$ cat src/design/lphb_pkg.sv
`default_nettype none

package lphb_pkg;

  // Quotient of the period division: at most 96, so 7 bits
  localparam int QUO_BITS = 7;
  localparam int PERIOD_W = 7;
  localparam int OFFSET_W = 5;

  // Period hyperbola constants
  localparam int NUM_BASE    = 672;
  localparam int DEN_BASE    = 7;
  localparam int LOAD_SCALE  = 5;
  localparam int PERIOD_BIAS = 30;

  // Ticks the LED stays on after each beat
  localparam int BEAT_LEN = 7;

  typedef logic [PERIOD_W-1:0] period_t;
  typedef logic [OFFSET_W-1:0] offset_t;

  typedef enum logic [1:0] {
    ST_IDLE   = 2'b01,
    ST_DIVIDE = 2'b10
  } state_t;

  // Handshake between the sequencer and the divider
  typedef struct packed {
    logic start;
  } div_req_t;

  typedef struct packed {
    logic busy;
    logic done;
  } div_rsp_t;

endpackage

`default_nettype wire

$ cat src/design/lphb_div.sv
`default_nettype none

// Restoring divider: (672 << FRAC_BITS) / den, one quotient bit per cycle.
module lphb_div #(
  parameter int FRAC_BITS = 11
) (
  input  wire logic                                    clk,
  input  wire logic                                    rst,
  input  wire lphb_pkg::div_req_t                      req,
  input  wire logic [((FRAC_BITS + 4 > 24) ? FRAC_BITS + 4 : 24)-1:0] den,
  output lphb_pkg::div_rsp_t                           rsp,
  output lphb_pkg::period_t                            quo
);

  localparam int DenW  = (FRAC_BITS + 4 > 24) ? FRAC_BITS + 4 : 24;
  localparam int CmpW  = DenW + lphb_pkg::QUO_BITS - 1;
  localparam int StepW = $clog2(lphb_pkg::QUO_BITS);
  localparam logic [CmpW-1:0] NUM = CmpW'(lphb_pkg::NUM_BASE) << FRAC_BITS;
  localparam logic [StepW-1:0] LAST_STEP = StepW'(lphb_pkg::QUO_BITS - 1);

  logic [CmpW-1:0]  rem;
  logic [CmpW-1:0]  dsh;
  logic [StepW-1:0] step;
  logic             busy;
  logic             done;
  logic [CmpW:0]    diff;
  logic             fits;

  // Trial subtract of the shifted divisor
  assign diff = {1'b0, rem} - {1'b0, dsh};
  assign fits = ~diff[CmpW];

  // Step control
  always_ff @(posedge clk) begin
    if (rst) begin
      busy <= 1'b0;
      done <= 1'b0;
      step <= '0;
    end else begin
      done <= 1'b0;
      if (req.start) begin
        busy <= 1'b1;
        step <= '0;
      end else if (busy) begin
        step <= step + 1'b1;
        if (step == LAST_STEP) begin
          busy <= 1'b0;
          done <= 1'b1;
        end
      end
    end
  end

  // Remainder, divisor and quotient shift registers
  always_ff @(posedge clk) begin
    if (req.start) begin
      rem <= NUM;
      dsh <= CmpW'(den) << (lphb_pkg::QUO_BITS - 1);
    end else if (busy) begin
      if (fits) begin
        rem <= diff[CmpW-1:0];
      end
      dsh <= dsh >> 1;
      quo <= {quo[lphb_pkg::QUO_BITS-2:0], fits};
    end
  end

  assign rsp.busy = busy;
  assign rsp.done = done;

endmodule

`default_nettype wire

$ cat src/design/load_paced_heartbeat_led_unit.sv
// Heartbeat LED paced by load. Each tick transaction carries the load average
// (FRAC_BITS fraction bits) and yields an led_level transaction only when the
// LED is switched: on at count 0 and at the second-beat offset, off seven
// ticks after each. A tick inside the beat period does not hold off the next
// tick. A tick that ends the period starts the period division, a restoring
// divider that makes one quotient bit per cycle; after that tick is accepted,
// tick_ready stays low until the divider is done and the new period is
// loaded. No new tick is taken while an led_level result waits unless
// led_ready takes it in the same cycle.
`default_nettype none

module load_paced_heartbeat_led_unit #(
  parameter int FRAC_BITS = 11
) (
  input  wire logic        clk,
  input  wire logic        rst,
  input  wire logic        tick_valid,
  output logic             tick_ready,
  input  wire logic [19:0] load_average,
  output logic             led_valid,
  input  wire logic        led_ready,
  output logic             led_level
);

  localparam int DenW = (FRAC_BITS + 4 > 24) ? FRAC_BITS + 4 : 24;

  lphb_pkg::state_t  state;
  lphb_pkg::period_t tick_count;
  lphb_pkg::period_t beat_period;
  lphb_pkg::offset_t second_beat_offset;
  lphb_pkg::period_t count_inc;
  lphb_pkg::period_t quo;
  lphb_pkg::period_t period_next;
  lphb_pkg::div_req_t div_req;
  lphb_pkg::div_rsp_t div_rsp;
  logic [DenW-1:0]   den;
  logic              accept;
  logic              beat_on;
  logic              beat_off;
  logic              wrap;

  assign tick_ready = (state == lphb_pkg::ST_IDLE) && (!led_valid || led_ready);
  assign accept     = tick_valid && tick_ready;

  // LED switch points
  assign beat_on  = (tick_count == '0) ||
                    (tick_count == lphb_pkg::PERIOD_W'(second_beat_offset));
  assign beat_off = (tick_count == lphb_pkg::PERIOD_W'(lphb_pkg::BEAT_LEN)) ||
                    (tick_count == lphb_pkg::PERIOD_W'(second_beat_offset) +
                                   lphb_pkg::PERIOD_W'(lphb_pkg::BEAT_LEN));

  // Counter advance and end of period
  assign count_inc = tick_count + 1'b1;
  assign wrap      = count_inc > beat_period;

  // Divisor: 5*load + (7 << FRAC_BITS)
  assign den = (DenW'(load_average) << 2) + DenW'(load_average) +
               (DenW'(lphb_pkg::DEN_BASE) << FRAC_BITS);

  assign div_req.start = accept && wrap;
  assign period_next   = quo + lphb_pkg::PERIOD_W'(lphb_pkg::PERIOD_BIAS);

  lphb_div #(
    .FRAC_BITS(FRAC_BITS)
  ) u_div (
    .clk (clk),
    .rst (rst),
    .req (div_req),
    .den (den),
    .rsp (div_rsp),
    .quo (quo)
  );

  // Sequencer and beat state
  always_ff @(posedge clk) begin
    if (rst) begin
      state              <= lphb_pkg::ST_IDLE;
      tick_count         <= '0;
      beat_period        <= '0;
      second_beat_offset <= '0;
      led_valid          <= 1'b0;
    end else begin
      if (accept) begin
        led_valid <= beat_on || beat_off;
      end else if (led_ready) begin
        led_valid <= 1'b0;
      end
      unique case (state)
        lphb_pkg::ST_IDLE: begin
          if (accept) begin
            tick_count <= wrap ? '0 : count_inc;
            if (wrap) begin
              state <= lphb_pkg::ST_DIVIDE;
            end
          end
        end
        lphb_pkg::ST_DIVIDE: begin
          if (div_rsp.done) begin
            beat_period        <= period_next;
            second_beat_offset <= period_next[lphb_pkg::PERIOD_W-1:2];
            state              <= lphb_pkg::ST_IDLE;
          end
        end
        default: begin
          state <= lphb_pkg::ST_IDLE;
        end
      endcase
    end
  end

  // Result payload
  always_ff @(posedge clk) begin
    if (accept) begin
      led_level <= beat_on;
    end
  end

  // Counter never runs past the period
  assert property (@(posedge clk) disable iff (rst) tick_count <= beat_period)
    else $error("tick_count beyond beat_period");

  // Offset always tracks a quarter of the period
  assert property (@(posedge clk) disable iff (rst)
    second_beat_offset == beat_period[lphb_pkg::PERIOD_W-1:2])
    else $error("second_beat_offset out of step with beat_period");

  // Divider finishes only while the sequencer waits for it
  assert property (@(posedge clk) disable iff (rst)
    div_rsp.done |-> (state == lphb_pkg::ST_DIVIDE))
    else $error("divider done outside divide state");

  // A period-ending tick hands off to the divider
  assert property (@(posedge clk) disable iff (rst)
    div_req.start |=> (state == lphb_pkg::ST_DIVIDE) && div_rsp.busy)
    else $error("divider not started on period end");

  // Computed period stays at or above the hyperbola's minimum, PERIOD_BIAS
  assert property (@(posedge clk) disable iff (rst)
    (state == lphb_pkg::ST_DIVIDE) && div_rsp.done |=>
      (beat_period >= lphb_pkg::PERIOD_W'(lphb_pkg::PERIOD_BIAS)))
    else $error("beat_period below minimum");

endmodule

`default_nettype wire
$ cat config.mk
export PLATFORM = sky130hd
export DESIGN_NAME = load_paced_heartbeat_led_unit
export DESIGN_NICKNAME = d
export VERILOG_FILES = /design/src/design/lphb_pkg.sv /design/src/design/lphb_div.sv /design/src/design/load_paced_heartbeat_led_unit.sv
export SDC_FILE = /design/constraint.sdc
export NUM_CORES = 1
export LEC_CHECK = 0
export BUFFER_PORTS_ARGS = -buffer_cell sky130_fd_sc_hd__buf_2
export CORE_MARGIN = 2
export CORE_UTILIZATION = 40
export DETAILED_ROUTE_END_ITERATION = 6
export SYNTH_ARGS = -nofsm -noshare
export SYNTH_HDL_FRONTEND = slang
export SYNTH_SLANG_ARGS = --single-unit
$ cat constraint.sdc
create_clock -name clk -period 4.9 [get_ports clk]
set_input_delay 0.735 -clock clk [delete_from_list [all_inputs] [get_ports clk]]
set_output_delay 0.735 -clock clk [all_outputs]
set_load 0.05 [all_outputs]
# --- After elaboration in Yosys (flattened, before gate mapping) ---
# Index checks and enable logic that the tools add are counted.
totals:
  output_inout_bits: 3
  regBits: 95
  word_cells: 64
  input_bits: 24
classes:
  order_cmp: 1
  bitwise_logic: 3
  eq_ne: 9
  reduce_logical: 18
  n_mux: 13
  addsub: 7
ops:
  columns: ["cell", "n"]
  rows:
  - ["30-bit two-way mux", 2]
  - ["30-bit by 30-bit subtractor with 31-bit output", 1]
  - ["23-bit by 14-bit adder with 24-bit output, second input constant", 1]
  - ["22-bit by 20-bit adder with 23-bit output", 1]
  - ["2-bit AND reduction", 4]
  - ["7-bit by 1-bit adder with 7-bit output, second input constant", 1]
  - ["7-bit by 5-bit adder with 7-bit output, second input constant", 1]
  - ["7-bit by 3-bit equality test with 1-bit output, second input constant", 1]
  - ["7-bit by 5-bit equality test with 1-bit output", 1]
  - ["7-bit by 6-bit equality test with 1-bit output", 1]
  - ["7-bit greater-than comparator", 1]
  - ["7-bit logical NOT", 1]
  - ["7-bit two-way mux", 1]
  - ["5-bit by 3-bit adder with 6-bit output, second input constant", 1]
  - ["1-bit two-way mux", 6]
  - ["2-bit two-way mux", 3]
  - ["1-bit logical OR", 4]
  - ["2-bit inequality test, second input constant", 2]
  - ["2-bit one-hot mux with 2 select lines", 1]
  - ["2-bit nonzero test", 2]
  - ["3-bit by 1-bit adder with 3-bit output, second input constant", 1]
  - ["3-bit equality test, second input constant", 1]
  - ["1-bit logical AND", 3]
  - ["1-bit NOT", 3]
  - ["7 further kinds", 7]

# --- Logic depth before layout (Yosys ltp) ---
depth:
  word_depth: 7
  ltp_mapped: 13
  ltp_nobuf: 13

# --- By module ---
# A second synthesis with hierarchy kept.
unflattened:
  hier_cells: 812
  area_unflattened_um2: 7030.5
by_module_without_submodules:
  columns: ["mod", "area_each_um2", "n_inst", "cells_each", "seq_area_each_um2"]
  rows:
  - ["lphb_div", 4576.9, 1, 507, 1751.7]
  - ["load_paced_heartbeat_led_unit", 2453.6, 1, 305, 370.4]

# --- Worst setup path after synthesis ---
# No wires, ideal clock.
synth_path:
  path_type: "flip-flop to flip-flop"
  from: "register tick_count[2]"
  to: "register u_div.dsh[10], enable pin"
  path_stages_with_launch: 13
  n_path_buf: 3
  arrival_time_ns: 2.927
  slack_ns: 1.551
  setup_ns: 0.422
  t_required_ns: 4.478
  synth_period_minus_slack_ns: 3.349
  cell_sequence: "dfxtp_1 -> clkbuf_1 -> nand3_1 -> nor3_1 -> xor2_1 -> ha_1 -> and4_1 -> a221oi_1 -> a41oi_2 -> nand2_1 -> buf_2 -> buf_4 -> nand2b_1"
synth_between:
  elab_chain_len: 4
synth_lines:
  columns: ["element", "line", "source"]
  rows:
  - ["start: declaration", "load_paced_heartbeat_led_unit.sv:28", "lphb_pkg::period_t tick_count;"]
  - ["start signal: assignment", "load_paced_heartbeat_led_unit.sv:91", "tick_count <= wrap ? '0 : count_inc;"]
  - ["7-bit by 1-bit adder with 7-bit output", "load_paced_heartbeat_led_unit.sv:53", "assign count_inc = tick_count + 1'b1;"]
  - ["7-bit greater-than comparator", "load_paced_heartbeat_led_unit.sv:54", "assign wrap = count_inc > beat_period;"]
  - ["1-bit logical AND", "load_paced_heartbeat_led_unit.sv:60", "assign div_req.start = accept && wrap;"]
  - ["2-bit nonzero test (no line)", null, null]
  - ["end signal: assignment", "lphb_div.sv:58", "dsh <= CmpW'(den) << (lphb_pkg::QUO_BITS - 1);"]
  - ["end signal: assignment", "lphb_div.sv:63", "dsh <= dsh >> 1;"]
  - ["end: declaration", "lphb_div.sv:22", "logic [CmpW-1:0] dsh;"]
# No other way between the ends.
# A chain may end at the register's enable or synchronous reset.

# --- Worst setup path after layout ---
layout_path:
  from: "register tick_count[1]"
  to: "register u_div.dsh[25], enable pin"
# The elaborated chain is that of the path after synthesis.

==> impl_metrics.tcl <==
set metrics [dict create \
    yosysSeqAreaShare 0.311 \
    slew_headroom 0.390 \
    post-cts-setup-buffer-count 0 \
    hold_buffers 0 \
    finalCritPeriodShare 0.747 \
    wl_per_cell_um 13.5 \
    grt_antenna_before_repair 0 \
    clkTransAtPathRegs_ns 0.07 \
    hold_violations 0 \
    die_y_um 134 \
    skew_ns 0.00852 \
    first_iter_violations 200 \
    p_per_area_nw_per_um2 340 \
    netlist.area_leader.share 0.173 \
    grt_max_degree 41 \
    cts_resized 0 \
    die_w_um 134 \
    crit_arrival_ns 3.71 \
    ios 27 \
    drive_above_1_share 0.0992 \
    route.detailed.drc 0 \
    grt_use_met1 0.239 \
    gr-usage-met3 0.0301 \
    io_buffers 26 \
    cp-start-kind "register" \
    clk_latency_ns 0.35 \
    initial_utilization 0.407 \
    finalWeightedCongestion 0.866 \
    syn_area_per_cell_um2 8.79 \
    rsz0062_at_grt "false" \
    dpl.hpwl_um 10200 \
    fin_crit_ns 3.66 \
    drt_pass1_iterations 4 \
    ys.flop_type "dfxtp_1" \
    vias_per_cell 5.16 \
    fin_hold_ws_ns 0.473 \
    ys_top_cells_by_area "dfxtp_1 (17%), ha_1 (15%), edfxtp_1 (14%)" \
    layout.nets 886 \
    path_max_fanout 20 \
    syn-num-nets 870 \
    vdd_drop_max_v 0.000179 \
    clock-sinks 89 \
    numCtsBuffers 9 \
    slew_violations 0 \
    synthToLayoutAreaGrowth_pct 9.23 \
    rows 47 \
    max_freq_ghz 0.273 \
    synth-async-reset-ratio 0 \
    grt_pass1_vias 4935 \
    multi_input_area_um2 4220 \
    fillers 1635 \
    grt-busiest-layer "met2" \
    tightest_slew_ns 0.914 \
    dieArea_um2 17900 \
    ys_warn_count 0 \
    synth-seq-cells 89 \
    via_count 5187 \
    cp.required_ns 4.95 \
    grt_pass1_wl_um 23800 \
    antenna_cells 0 \
    cts_root_buf "clkbuf_16" \
    synth-edff-count 31 \
    synth_top_area_cell "dfxtp_1" \
    setup_viol 0 \
    routed_wl_um 13600 \
    clock_path_buffers 2 \
    maxCapViolCount 0 \
    outcome "finished clean" \
    syn_inst 765 \
    tritoncts "yes" \
    p_leak_nw 3.06 \
    core_um2 16500 \
    critical_path_class "register to register" \
    grt_overflow 0 \
    htree_levels 3 \
    grt_util_all_layers 0.162 \
    syn_area_um2 6720 \
    synth_cell_types 73 \
    ant_nets 0 \
    regArea_um2 2090 \
    use_met2 0.241 \
    hold_class "register to register" \
    fin_setup_tns_ns 0 \
    endpoint_kind "register" \
]
placed cells by master, fill, tap and decap left out, types with 6 or more instances in the layout:
cell	count
nor3_1	18
o22ai_1	6
a31oi_1	8
clkbuf_16	10
a211oi_1	7
dfxtp_1	58
nand3b_1	6
inv_1	69
o21bai_1	10
nand3_1	37
xnor2_1	36
a21oi_1	46
and3_1	6
mux2i_1	27
xor2_1	21
o21ai_0	34
nor2_1	74
buf_2	26
nand2_1	50
edfxtp_1	31
a21o_1	13
ha_1	79
nand2b_1	9
synth_stat cells (all sizes together), types with 9 or more instances:
master,instances
buf,10
dfxtp,58
nor3,18
ha,79
nand2,50
a211oi,12
o21bai,10
xnor2,36
xor2,21
nand3,37
nor2,74
o21ai,39
a21o,13
clkbuf,16
edfxtp,31
nand2b,9
a31oi,10
mux2i,27
a21oi,50
inv,69
final timing paths:
kind	from	endpoint	slack [ns]	cells after the start
max reg2reg	tick_count[1]	u_div.dsh[25]	1.24	11
min	u_div.quo[0]	u_div.quo[1]	0.47	0
min reg2reg	u_div.quo[0]	u_div.quo[1]	0.47	0
max	tick_count[1]	u_div.dsh[25]	1.24	11
critical path, cell delays in order, from the launching register on:
cell	delay (ns)
dfxtp_1	0.47
ha_1	0.29
nand2_1	0.07
nor2_1	0.14
xor2_1	0.11
ha_1	0.30
and4_1	0.21
a221oi_1	0.10
a41oi_2	0.41
nand2_1	0.47
nand2b_1	0.47
buf_4	0.32
power breakdown:
part | internal (W) | switching [W] | total (W)
clock | 0.000433 | 0.000312 | 0.000744
combinational | 0.000353 | 0.000498 | 0.000852
sequential | 0.000852 | 0.0000502 | 0.000902
total | 0.00164 | 0.000861 | 0.00250
routing by layer:
metal	routed length, um	part of all wire	up-vias
met2	5690	0.42	73
met4	199	0.015	0
met1	7310	0.54	2350
met5	0	0	-
li1	-	-	2748
met3	427	0.031	16
area by class of cell:
type | count | share of cell area
Multi-Input combinational cell | 580 | 0.575
Sequential cell | 89 | 0.285
Tap cell | 220 | 0.0375
Timing Repair Buffer | 31 | 0.0228
Inverter | 70 | 0.0358
Clock inverter | 6 | 0.00988
Clock buffer | 10 | 0.0341
kinds of logic (layout without fill, tap and decap cells):
| family | after synthesis | count (layout) | share of synthesized area |
|---|---|---|---|
| AO/OA/AOI/OAI | 179 | 179 | 0.190 |
| XOR/XNOR | 57 | 57 | 0.0743 |
| adder cells (fa/ha/maj) | 81 | 81 | 0.153 |
| buffers and inverters | 96 | 117 | 0.0620 |
| flip-flops | 89 | 89 | 0.311 |
| multiplexers | 27 | 27 | 0.0402 |
| AND/OR/NAND/NOR | 236 | 236 | 0.170 |
through the flow:
stage          cell area (um^2)   util  std cells  worst slack (ns)  total power [W]
6_report                   7340  0.444       1006              1.24          0.00250
5_1_grt                    7340  0.444       1006             0.818          0.00267
4_1_cts                    7340  0.444       1006              1.18          0.00252
3_5_place_dp               7020  0.425        990              1.17          0.00177
3_3_place_gp               7020  0.425        990              1.26          0.00176
2_1_floorplan              6720      -        765              1.55          0.00160
flip-flops by register name (all words and copies together), names as in the netlist, 2 cells and up:
register / count
u_div.rem: 30
state: 2
u_div.dsh: 29
beat_period: 7
tick_count: 7
u_div.quo: 7
u_div.step: 3
Power figures use the tool's default switching activity.
